**src/sv/pkdf_pkg.sv**
```systemverilog
// ----------------------------------------------------------------------------
// Packet dedup address filter package
// Shared constants, codes and types for the duplicate filter.
// ----------------------------------------------------------------------------
package pkdf_pkg;

   // Number of recent keys kept in the history ring.
   localparam int HISTORY_DEPTH = 20;
   localparam int PTR_W = (HISTORY_DEPTH > 1) ? $clog2(HISTORY_DEPTH) : 1;

   // Field widths.
   localparam int ADDR_W = 32;
   localparam int NUM_W  = 16;
   localparam int TYPE_W = 8;
   localparam int KEY_W  = ADDR_W + NUM_W;

   // Configuration register indexes.
   localparam int CSR_INDEX_W = 2;
   localparam logic [CSR_INDEX_W-1:0] CSR_OWN_ADDRESS   = 2'd0;
   localparam logic [CSR_INDEX_W-1:0] CSR_GROUP_ADDRESS = 2'd1;

   // Register reset values: "0001" and "1003".
   localparam logic [ADDR_W-1:0] OWN_ADDRESS_RESET   = 32'h3030_3031;
   localparam logic [ADDR_W-1:0] GROUP_ADDRESS_RESET = 32'h3130_3033;

   // Verdict codes.
   localparam logic [1:0] VERDICT_NOT_ADDRESSED = 2'd0;
   localparam logic [1:0] VERDICT_DUPLICATE     = 2'd1;
   localparam logic [1:0] VERDICT_NEW           = 2'd2;

   // Message type characters that raise a flag.
   localparam logic [TYPE_W-1:0] TYPE_LOCATION    = 8'h37;
   localparam logic [TYPE_W-1:0] TYPE_INSTRUCTION = 8'h38;
   localparam logic [TYPE_W-1:0] TYPE_DISTANCE    = 8'h41;

   typedef logic [KEY_W-1:0] key_type;

   // Control from the top level to the history ring.
   typedef struct packed {
      logic fire;       // a request moves from the input to the result register
      logic addressed;  // its destination matched one of the accepted addresses
   } lookup_type;

endpackage

```
**src/sv/packet_dedup_address_filter.sv**
```systemverilog
// ----------------------------------------------------------------------------
// Packet dedup address filter
// Checks the destination of a received header, rejects repeats of recent
// source and packet number pairs, and reports flags for new packets.
// ----------------------------------------------------------------------------
// The request is held in the input register and its result in the result register,
// which drives rsp_valid.
// Throughput: one request per cycle while rsp_stall is low; the combinational compare
// against all history entries in registers sets this figure.
// Reset (synchronous, active high) empties the history, zeroes the ring
// pointer and location flag, and restores the addresses "0001" and "1003".
module packet_dedup_address_filter (
   input  logic                             clock,
   input  logic                             reset,
   // Request channel.
   input  logic                             req_valid,
   output logic                             req_stall,
   input  logic [pkdf_pkg::ADDR_W-1:0]      req_source_address,
   input  logic [pkdf_pkg::ADDR_W-1:0]      req_destination_address,
   input  logic [pkdf_pkg::NUM_W-1:0]       req_packet_number,
   input  logic [pkdf_pkg::TYPE_W-1:0]      req_message_type,
   // Result channel.
   output logic                             rsp_valid,
   input  logic                             rsp_stall,
   output logic [1:0]                       rsp_verdict,
   output logic                             rsp_start_location,
   output logic                             rsp_instruction_seen,
   output logic                             rsp_distance_seen,
   output logic                             rsp_location_enabled,
   // Configuration write channel.
   input  logic                             csr_valid,
   output logic                             csr_ready,
   input  logic [pkdf_pkg::CSR_INDEX_W-1:0] csr_index,
   input  logic [pkdf_pkg::ADDR_W-1:0]      csr_data
);
   import pkdf_pkg::*;

   logic [ADDR_W-1:0] own_address_ff;
   logic [ADDR_W-1:0] group_address_ff;

   logic              s1_valid_ff;
   logic [ADDR_W-1:0] s1_source_ff;
   logic [ADDR_W-1:0] s1_destination_ff;
   logic [NUM_W-1:0]  s1_number_ff;
   logic [TYPE_W-1:0] s1_type_ff;

   logic              rsp_valid_ff;
   logic [1:0]        verdict_ff;
   logic              start_ff;
   logic              instruction_ff;
   logic              distance_ff;
   logic              location_out_ff;

   logic              location_flag_ff;
   logic              location_flag_in;

   logic              advance;
   logic              addressed;
   logic              hit;
   logic              is_new;
   logic [1:0]        verdict_in;
   key_type           key;
   lookup_type        lookup;

   // Configuration registers; writes are always taken.
   assign csr_ready = 1'b1;

   always_ff @(posedge clock) begin
      if (reset) begin
         own_address_ff   <= OWN_ADDRESS_RESET;
         group_address_ff <= GROUP_ADDRESS_RESET;
      end else if (csr_valid) begin
         unique case (csr_index)
            CSR_OWN_ADDRESS:   own_address_ff   <= csr_data;
            CSR_GROUP_ADDRESS: group_address_ff <= csr_data;
            default: ;
         endcase
      end
   end

   // The pipeline moves whenever the result register is empty or being taken.
   assign advance   = !rsp_valid_ff || !rsp_stall;
   assign req_stall = s1_valid_ff && !advance;

   // Input register.
   always_ff @(posedge clock) begin
      if (reset) begin
         s1_valid_ff <= 1'b0;
      end else if (!req_stall) begin
         s1_valid_ff <= req_valid;
      end
   end

   always_ff @(posedge clock) begin
      if (!req_stall && req_valid) begin
         s1_source_ff      <= req_source_address;
         s1_destination_ff <= req_destination_address;
         s1_number_ff      <= req_packet_number;
         s1_type_ff        <= req_message_type;
      end
   end

   // Destination check and history lookup.
   assign addressed = (s1_destination_ff == own_address_ff) ||
                      (s1_destination_ff == group_address_ff);
   assign key       = {s1_source_ff, s1_number_ff};
   assign lookup    = '{fire: s1_valid_ff && advance, addressed: addressed};

   pkdf_history u_history (
      .clock  (clock),
      .reset  (reset),
      .lookup (lookup),
      .key    (key),
      .hit    (hit)
   );

   assign is_new = addressed && !hit;

   always_comb begin
      priority if (!addressed) begin
         verdict_in = VERDICT_NOT_ADDRESSED;
      end else if (hit) begin
         verdict_in = VERDICT_DUPLICATE;
      end else begin
         verdict_in = VERDICT_NEW;
      end
   end

   // A new location request sets the sticky flag.
   assign location_flag_in = location_flag_ff ||
                             (is_new && (s1_type_ff == TYPE_LOCATION));

   always_ff @(posedge clock) begin
      if (reset) begin
         location_flag_ff <= 1'b0;
      end else if (s1_valid_ff && advance) begin
         location_flag_ff <= location_flag_in;
      end
   end

   // Result register.
   always_ff @(posedge clock) begin
      if (reset) begin
         rsp_valid_ff <= 1'b0;
      end else if (advance) begin
         rsp_valid_ff <= s1_valid_ff;
      end
   end

   always_ff @(posedge clock) begin
      if (s1_valid_ff && advance) begin
         verdict_ff      <= verdict_in;
         start_ff        <= is_new && (s1_type_ff == TYPE_LOCATION);
         instruction_ff  <= is_new && (s1_type_ff == TYPE_INSTRUCTION);
         distance_ff     <= is_new && (s1_type_ff == TYPE_DISTANCE);
         location_out_ff <= location_flag_in;
      end
   end

   assign rsp_valid            = rsp_valid_ff;
   assign rsp_verdict          = verdict_ff;
   assign rsp_start_location   = start_ff;
   assign rsp_instruction_seen = instruction_ff;
   assign rsp_distance_seen    = distance_ff;
   assign rsp_location_enabled = location_out_ff;

endmodule

```
**src/sv/pkdf_history.sv**
```systemverilog
// ----------------------------------------------------------------------------
// Packet dedup history ring
// Holds the recent keys with valid bits, compares a key against all valid
// entries at once and stores a new key at the ring pointer.
// ----------------------------------------------------------------------------
module pkdf_history (
   input  logic                 clock,
   input  logic                 reset,
   input  pkdf_pkg::lookup_type lookup,
   input  pkdf_pkg::key_type    key,
   output logic                 hit
);
   import pkdf_pkg::*;

   key_type                  key_ff [HISTORY_DEPTH];
   logic [HISTORY_DEPTH-1:0] valid_ff;
   logic [PTR_W-1:0]         ptr_ff;
   logic [PTR_W-1:0]         ptr_in;
   logic [HISTORY_DEPTH-1:0] match;
   logic                     write_en;

   // Compare the key with every entry; empty slots never match.
   always_comb begin
      for (int i = 0; i < HISTORY_DEPTH; i++) begin
         match[i] = valid_ff[i] && (key_ff[i] == key);
      end
   end

   assign hit      = |match;
   assign write_en = lookup.fire && lookup.addressed && !hit;

   // The pointer advances after each store and wraps at the ring depth.
   always_comb begin
      if (ptr_ff == PTR_W'(HISTORY_DEPTH - 1)) begin
         ptr_in = '0;
      end else begin
         ptr_in = ptr_ff + PTR_W'(1);
      end
   end

   always_ff @(posedge clock) begin
      if (reset) begin
         valid_ff <= '0;
         ptr_ff   <= '0;
      end else if (write_en) begin
         valid_ff[ptr_ff] <= 1'b1;
         ptr_ff           <= ptr_in;
      end
   end

   // Key storage needs no reset: an entry is only read once marked valid.
   always_ff @(posedge clock) begin
      for (int i = 0; i < HISTORY_DEPTH; i++) begin
         if (write_en && (ptr_ff == PTR_W'(i))) begin
            key_ff[i] <= key;
         end
      end
   end

endmodule

```
**config.mk**
```make
export PLATFORM = sky130hd
export DESIGN_NAME = packet_dedup_address_filter
export DESIGN_NICKNAME = d
export VERILOG_FILES = /design/src/sv/pkdf_pkg.sv /design/src/sv/packet_dedup_address_filter.sv /design/src/sv/pkdf_history.sv
export SDC_FILE = /design/constraint.sdc
export NUM_CORES = 2
export LEC_CHECK = 0
export BUFFER_PORTS_ARGS = -buffer_cell sky130_fd_sc_hd__clkbuf_2
export CAP_MARGIN = 20
export CORE_MARGIN = 5
export CORE_UTILIZATION = 61
export DETAILED_ROUTE_END_ITERATION = 10
export GPL_TIMING_DRIVEN = 1
export PLACE_DENSITY = 0.78
export SYNTH_ARGS = -nofsm -noshare
export SYNTH_HDL_FRONTEND = slang
export SYNTH_SLANG_ARGS = --single-unit
```
**constraint.sdc**
```tcl
create_clock -name clock -period 14.99 [get_ports clock]
set_input_delay 2.2485 -clock clock [delete_from_list [all_inputs] [get_ports clock]]
set_output_delay 2.2485 -clock clock [all_outputs]
set_load 0.02 [all_outputs]
```
-- After elaboration in Yosys (flattened, before gate mapping)
Memory sizes are Yosys's and may differ from the RTL's.
Index checks and enable logic that the tools add are counted.
- bits in writable memories: 960
- word-level logic and storage cells: 249
- output and inout port bits: 9
- register bits: 186
- memories: 1
- order comparisons: 2
- add/sub/neg operators: 1
- bitwise operators: 1
- eq/ne operators: 45
- reduce and logical (&&, ||, !) cells: 82
- multiplexer cells: 101
- memory list (name ; words ; width ; rd ports ; clocked after Yosys merged registers in ; wr ports ; line ; text):
    u_history.key_ff ; 20 ; 48 ; 20 ; 0 ; 1 ; pkdf_history.sv:15 ; key_type key_ff [HISTORY_DEPTH];
- operators with widths (cell ; number):
    == test 48 bit ; 20
    two-way mux 48 bit ; 19
    OR reduction 48 bit ; 19
    two-way mux 5 bit ; 20
    == test 32 bit ; 2
    two-way mux 1 bit ; 60
    logical AND 1 bit ; 50
    == test 5 x 4 -> 1 bit (second input constant) ; 8
    == test 5 x 3 -> 1 bit (second input constant) ; 4
    == test 5 bit (second input constant) ; 4
    OR 20 bit ; 1
    OR reduction 20 bit ; 1
    == test 8 x 6 -> 1 bit (second input constant) ; 2
    == test 5 x 2 -> 1 bit (second input constant) ; 2
    == test 8 x 7 -> 1 bit (second input constant) ; 1
    less-than comparator 5 x 6 -> 1 bit (second input constant) ; 1
    adder 5 x 1 -> 5 bit (second input constant) ; 1
    demux 1 bit (select 5 bit) ; 1
    == test 5 x 1 -> 1 bit (second input constant) ; 1
    >= comparator 5 x 1 -> 1 bit (second input constant) ; 1
    logical NOT 1 bit ; 5
    logical NOT 5 bit ; 1
    AND reduction 2 bit ; 2
    logical OR 1 bit ; 3
    3 further kinds ; 3

-- Longest topological paths before layout
An unclocked memory read counts as a cell.
- depth after elaboration: 29
- mapped depth: 12

-- Modules after synthesis
A second synthesis with hierarchy kept.
- cell total of the unflattened synthesis: 3069
- area, all modules: 47525.6 sq um
- modules (own cells, without submodules) (module ; sequential area each (sq um) ; times used ; area each (sq um) ; cells each):
    pkdf_history ; 29328.1 ; 1 ; 41508.6 ; 2578
    packet_dedup_address_filter ; 4164.0 ; 1 ; 6017.0 ; 491

-- Least setup slack after synthesis
OpenSTA, ideal clock, no wires.
- path kind: input-to-reg
- from: input rsp_stall
- to: register s1_destination_ff[0] (enable)
- setup slack: 8.033 ns
- path buffers: 0
- stages on the path: 2
- setup time: 0.544 ns
- data arrival time: 6.413 ns
- path through: and3_1 > nor2b_1
- cells in the longest elaborated chain, start to end: 6
- RTL lines (item ; line ; text):
    start: declaration ; packet_dedup_address_filter.sv:24 ; input logic rsp_stall,
    logical NOT 1 bit ; packet_dedup_address_filter.sv:82 ; assign advance = !rsp_valid_ff || !rsp_stall;
    logical OR 1 bit ; packet_dedup_address_filter.sv:82 ;
    logical NOT 1 bit ; packet_dedup_address_filter.sv:83 ; assign req_stall = s1_valid_ff && !advance;
    logical AND 1 bit ; packet_dedup_address_filter.sv:83 ;
    logical NOT 1 bit ; packet_dedup_address_filter.sv:95 ; if (!req_stall && req_valid) begin
    logical AND 1 bit ; packet_dedup_address_filter.sv:95 ;
    end signal: assignment ; packet_dedup_address_filter.sv:97 ; s1_destination_ff <= req_destination_address;
    end: declaration ; packet_dedup_address_filter.sv:43 ; logic [ADDR_W-1:0] s1_destination_ff;
No other way between the ends.
A chain may end at the register's enable or synchronous reset.

-- Worst setup path in the final report
- from: register s1_source_ff[6]
- to: memory u_history.key_ff[3][122] in the netlist's numbering (enable)
- cells in the longest elaborated chain, start to end: 28
- elaborated cells between the ends (all ways): 160
- RTL lines (item ; line ; text):
    start: declaration ; packet_dedup_address_filter.sv:42 ; logic [ADDR_W-1:0] s1_source_ff;
    start signal: assignment ; packet_dedup_address_filter.sv:96 ; s1_source_ff <= req_source_address;
    == test 48 bit ; pkdf_history.sv:25 ; match[i] = valid_ff[i] && (key_ff[i] == key);
    logical AND 1 bit ; pkdf_history.sv:25 ;
    OR reduction 20 bit * ; pkdf_history.sv:29 ; assign hit = |match;
    logical NOT 1 bit * ; pkdf_history.sv:30 ; assign write_en = lookup.fire && lookup.addressed && !hit;
    logical AND 1 bit * ; pkdf_history.sv:30 ;
    logical AND 1 bit ; pkdf_history.sv:54 ; if (write_en && (ptr_ff == PTR_W'(i))) begin
    two-way mux 1 bit ; pkdf_history.sv:54 ;
    two-way mux 1 bit (not written as such) ; pkdf_history.sv:55 ; key_ff[i] <= key;
    OR reduction 48 bit (no line) ; n/a ;
    two-way mux 5 bit (no line) or two-way mux 1 bit (tied branches) (19 in a row) ; n/a ;
    end: declaration ; pkdf_history.sv:15 ;
Mark *: on every way between the ends. The rest lies on a longest branch, timed or not.

==> results.json <==
{
  "netlist_area_mm2": 0.05096,
  "routed_wl_mm": 140.0,
  "p_leak_uw": 0.01718,
  "grt_use_met3_pct": 5.714,
  "finalNonFillerCells": 4996,
  "postCtsHoldBufs": 0,
  "numPlacedInstances": 4781,
  "synth_commonest_cells": "edfxtp_1 (1,054), xnor2_1 (888), nand4_1 (408)",
  "period_share_pct": 34.83,
  "placementRows": 106,
  "synth.most_common_cell": "edfxtp_1",
  "crit_chain": "buf_4 > buf_4 > xnor2_1 > nand4_1 > or4_1 > or4_1 > o41ai_1 > nor4_1 > buf_2 > nand3_2 > buf_4 > nor2_4 > buf_4",
  "critPathMaxFanout": 48,
  "synth.area.top_cells": "edfxtp_1 (62%), xnor2_1 (15%), nand4_1 (5.0%)",
  "powerDensity_mw_per_mm2": 122.1,
  "grt_start_max_net_pins": 61,
  "dieArea_mm2": 0.08943,
  "drt_iter0_markers": 4126,
  "die_h_um": 299.0,
  "fin_crit_ns": 5.222,
  "slew_headroom_pct": 30.77,
  "tns_ns": 0,
  "fin_nets": 3948,
  "ys_warn_count": 0,
  "final_hold_viol_count": 0,
  "dp_hpwl_mm": 81.89,
  "fmax_mhz": 191.5,
  "dpl_cell_area_mm2": 0.05270,
  "clkLatencyLatePin_ns": 0.70,
  "antenna_found_initial": 2,
  "grt_pass1_vias": 31880,
  "die_w_um": 299.0,
  "cp.required_ns": 15.34,
  "skew_ns": 0.04912,
  "place.gp.congestion": 0.9158,
  "cts_setup_buffers": 0,
  "synth_ff_type": "edfxtp_1",
  "fin_hold_ws_ns": 0.4661,
  "synth_area_leader_cell": "edfxtp_1",
  "h-tree-depth": 3,
  "p_total_uw": 6909,
  "grt_usage_pct": 30.57,
  "crit_top_cell": "buf_4",
  "crit_type": "reg -> reg",
  "design_area_mm2": 0.05657,
  "seq_area_frac_synth_pct": 65.72,
  "wl_per_cell_um": 28.03,
  "vdd_drop_max_uv": 137.6,
  "core_mm2": 0.08329,
  "ios": 136,
  "synth_cell_type_count": 70,
  "seq_area_mm2": 0.03349,
  "fillers": 5634,
  "clock-sinks": 1146,
  "grt_pass1_wl_mm": 204.5,
  "root_buffer": "clkbuf_16",
  "worst-endpoint-arrival_ns": 5.57,
  "use_met2_pct": 48.03,
  "grt_busiest_layer": "met2",
  "maxCapViolations": 0,
  "cpPeakStageDelay_ns": 1.00,
  "synthToLayoutAreaGrowth_pct": 11.01,
  "synthCells": 3628,
  "status": "complete, no violations",
  "multiInputGateArea_mm2": 0.01626,
  "ant_nets": 0,
  "finalSetupViolations": 0,
  "initial_core_util_pct": 61.19,
  "drive_above_1_share_pct": 11.47,
  "cts_resized": 0,
  "drt-vias-per-instance": 6.484,
  "cp_slowest_cell": "edfxtp_1",
  "synth-seq-cells": 1146,
  "drt_drc_violations_left": 0,
  "endpoint_kind": "flop",
  "clk_path_buf_depth": 3,
  "numPortBuffers": 134,
  "first_pass_iters": 6,
  "overflow": 0,
  "path_clk_slew_ns": 0.06,
  "slew_viol_final": 0,
  "cp-start-kind": "flop",
  "grt_util_met1_pct": 42.48,
  "syn_nets": 3760,
  "cts_tree": "done",
  "num_vias": 32400,
  "cts_made_buffers": 112,
  "avgSynthCellArea_um2": 14.05,
  "synth_top_area_share_pct": 62.10,
  "synthArstFlopShare_pct": 0,
  "rsz0062_at_grt": "false",
  "synth-edff-count": 1054,
  "hold_path.class": "reg -> reg",
  "worst_pin_slew_ns": 1.039
}
[routing by layer]
| layer | vias up | part of all wire [%] | wire length (um) |
|---|---|---|---|
| met5 | - | 0.0093 | 13 |
| met4 | 2 | 4.7 | 6640 |
| met3 | 372 | 12 | 16210 |
| met2 | 2148 | 45 | 63660 |
| met1 | 15980 | 38 | 53510 |
| li1 | 13900 | - | - |
[where the power goes]
group / internal (uW) / switching, uW / leakage [uW] / total, uW
registers: 3510 / 19.1 / 0.0103 / 3530
clock network: 1680 / 1230 / 0.00190 / 2910
logic: 141 / 323 / 0.00499 / 464
[worst paths after layout]
check                          from                  endpoint  slack [ns]  cells past startpoint
max                 s1_source_ff[6]  u_history.key_ff[3][122]        9.77                     13
min reg2reg  u_history.valid_ff[15]    u_history.valid_ff[15]        0.47                      2
max reg2reg         s1_source_ff[6]  u_history.key_ff[3][122]        9.77                     13
min          u_history.valid_ff[15]    u_history.valid_ff[15]        0.47                      2
[flip-flops by register name (all words and copies together) (netlist names), 8 cells and up]
signal / count
u_history.valid_ff: 20
s1_type_ff: 8
own_address_ff: 32
group_address_ff: 32
s1_destination_ff: 32
s1_number_ff: 16
u_history.key_ff: 960
s1_source_ff: 32
[cell usage in the layout (no fill, tap or decap), types with 36 or more instances in the layout]
| master | instances |
|---|---|
| clkbuf_16 | 112 |
| a21oi_1 | 49 |
| clkbuf_2 | 134 |
| dfxtp_1 | 92 |
| nand2b_1 | 123 |
| nand3_1 | 95 |
| nand4_1 | 408 |
| nor4_1 | 106 |
| xor2_1 | 67 |
| edfxtp_1 | 1054 |
| nor3_1 | 47 |
| inv_1 | 49 |
| buf_4 | 94 |
| xnor2_1 | 888 |
| nand2_1 | 218 |
| nor2_1 | 36 |
[cell families after synthesis]
kind of cell               after synthesis  share of synthesized area, %
AOI/OAI and AO/OA                      153                         2.146
xor gates and xnor gates               955                         16.41
adders and majority gates                5                        0.1228
buffers and inverters                  209                         2.674
DFF                                   1146                         65.72
muxes                                    5                        0.1031
other                                    1                      0.007358
and+or+nand+nor                       1154                         12.82
[worst max-delay path, delay by kind of cell, from the launching register on]
family / cells / cell delay (ns)
xor gates and xnor gates: 1 / 0.20
and+or+nand+nor: 6 / 1.34
DFF: 1 / 1.00
buffers and inverters: 5 / 1.82
AOI/OAI and AO/OA: 1 / 0.44
[stage by stage]
| step | utilization, % | setup slack (ns) |
|---|---|---|
| after global routing | 67.92 | 9.642 |
| after detailed placement | 63.28 | 9.894 |
| after CTS | 67.92 | 9.841 |
| after floorplan | - | 8.033 |
| after global placement | 63.24 | 9.960 |
| final | 67.92 | 9.768 |
[cell type report]
| cell class | count | area share, % |
|---|---|---|
| Sequential cell | 1146 | 59.20 |
| Multi-Input combinational cell | 2273 | 28.75 |
| Timing Repair Buffer | 230 | 2.477 |
| Tap cell | 1080 | 2.389 |
| Clock buffer | 152 | 5.538 |
| Inverter | 53 | 0.3516 |
| Clock inverter | 61 | 1.292 |
| Antenna cell | 1 | 0.004423 |
No activity file was read; power rests on OpenSTA's default activity.
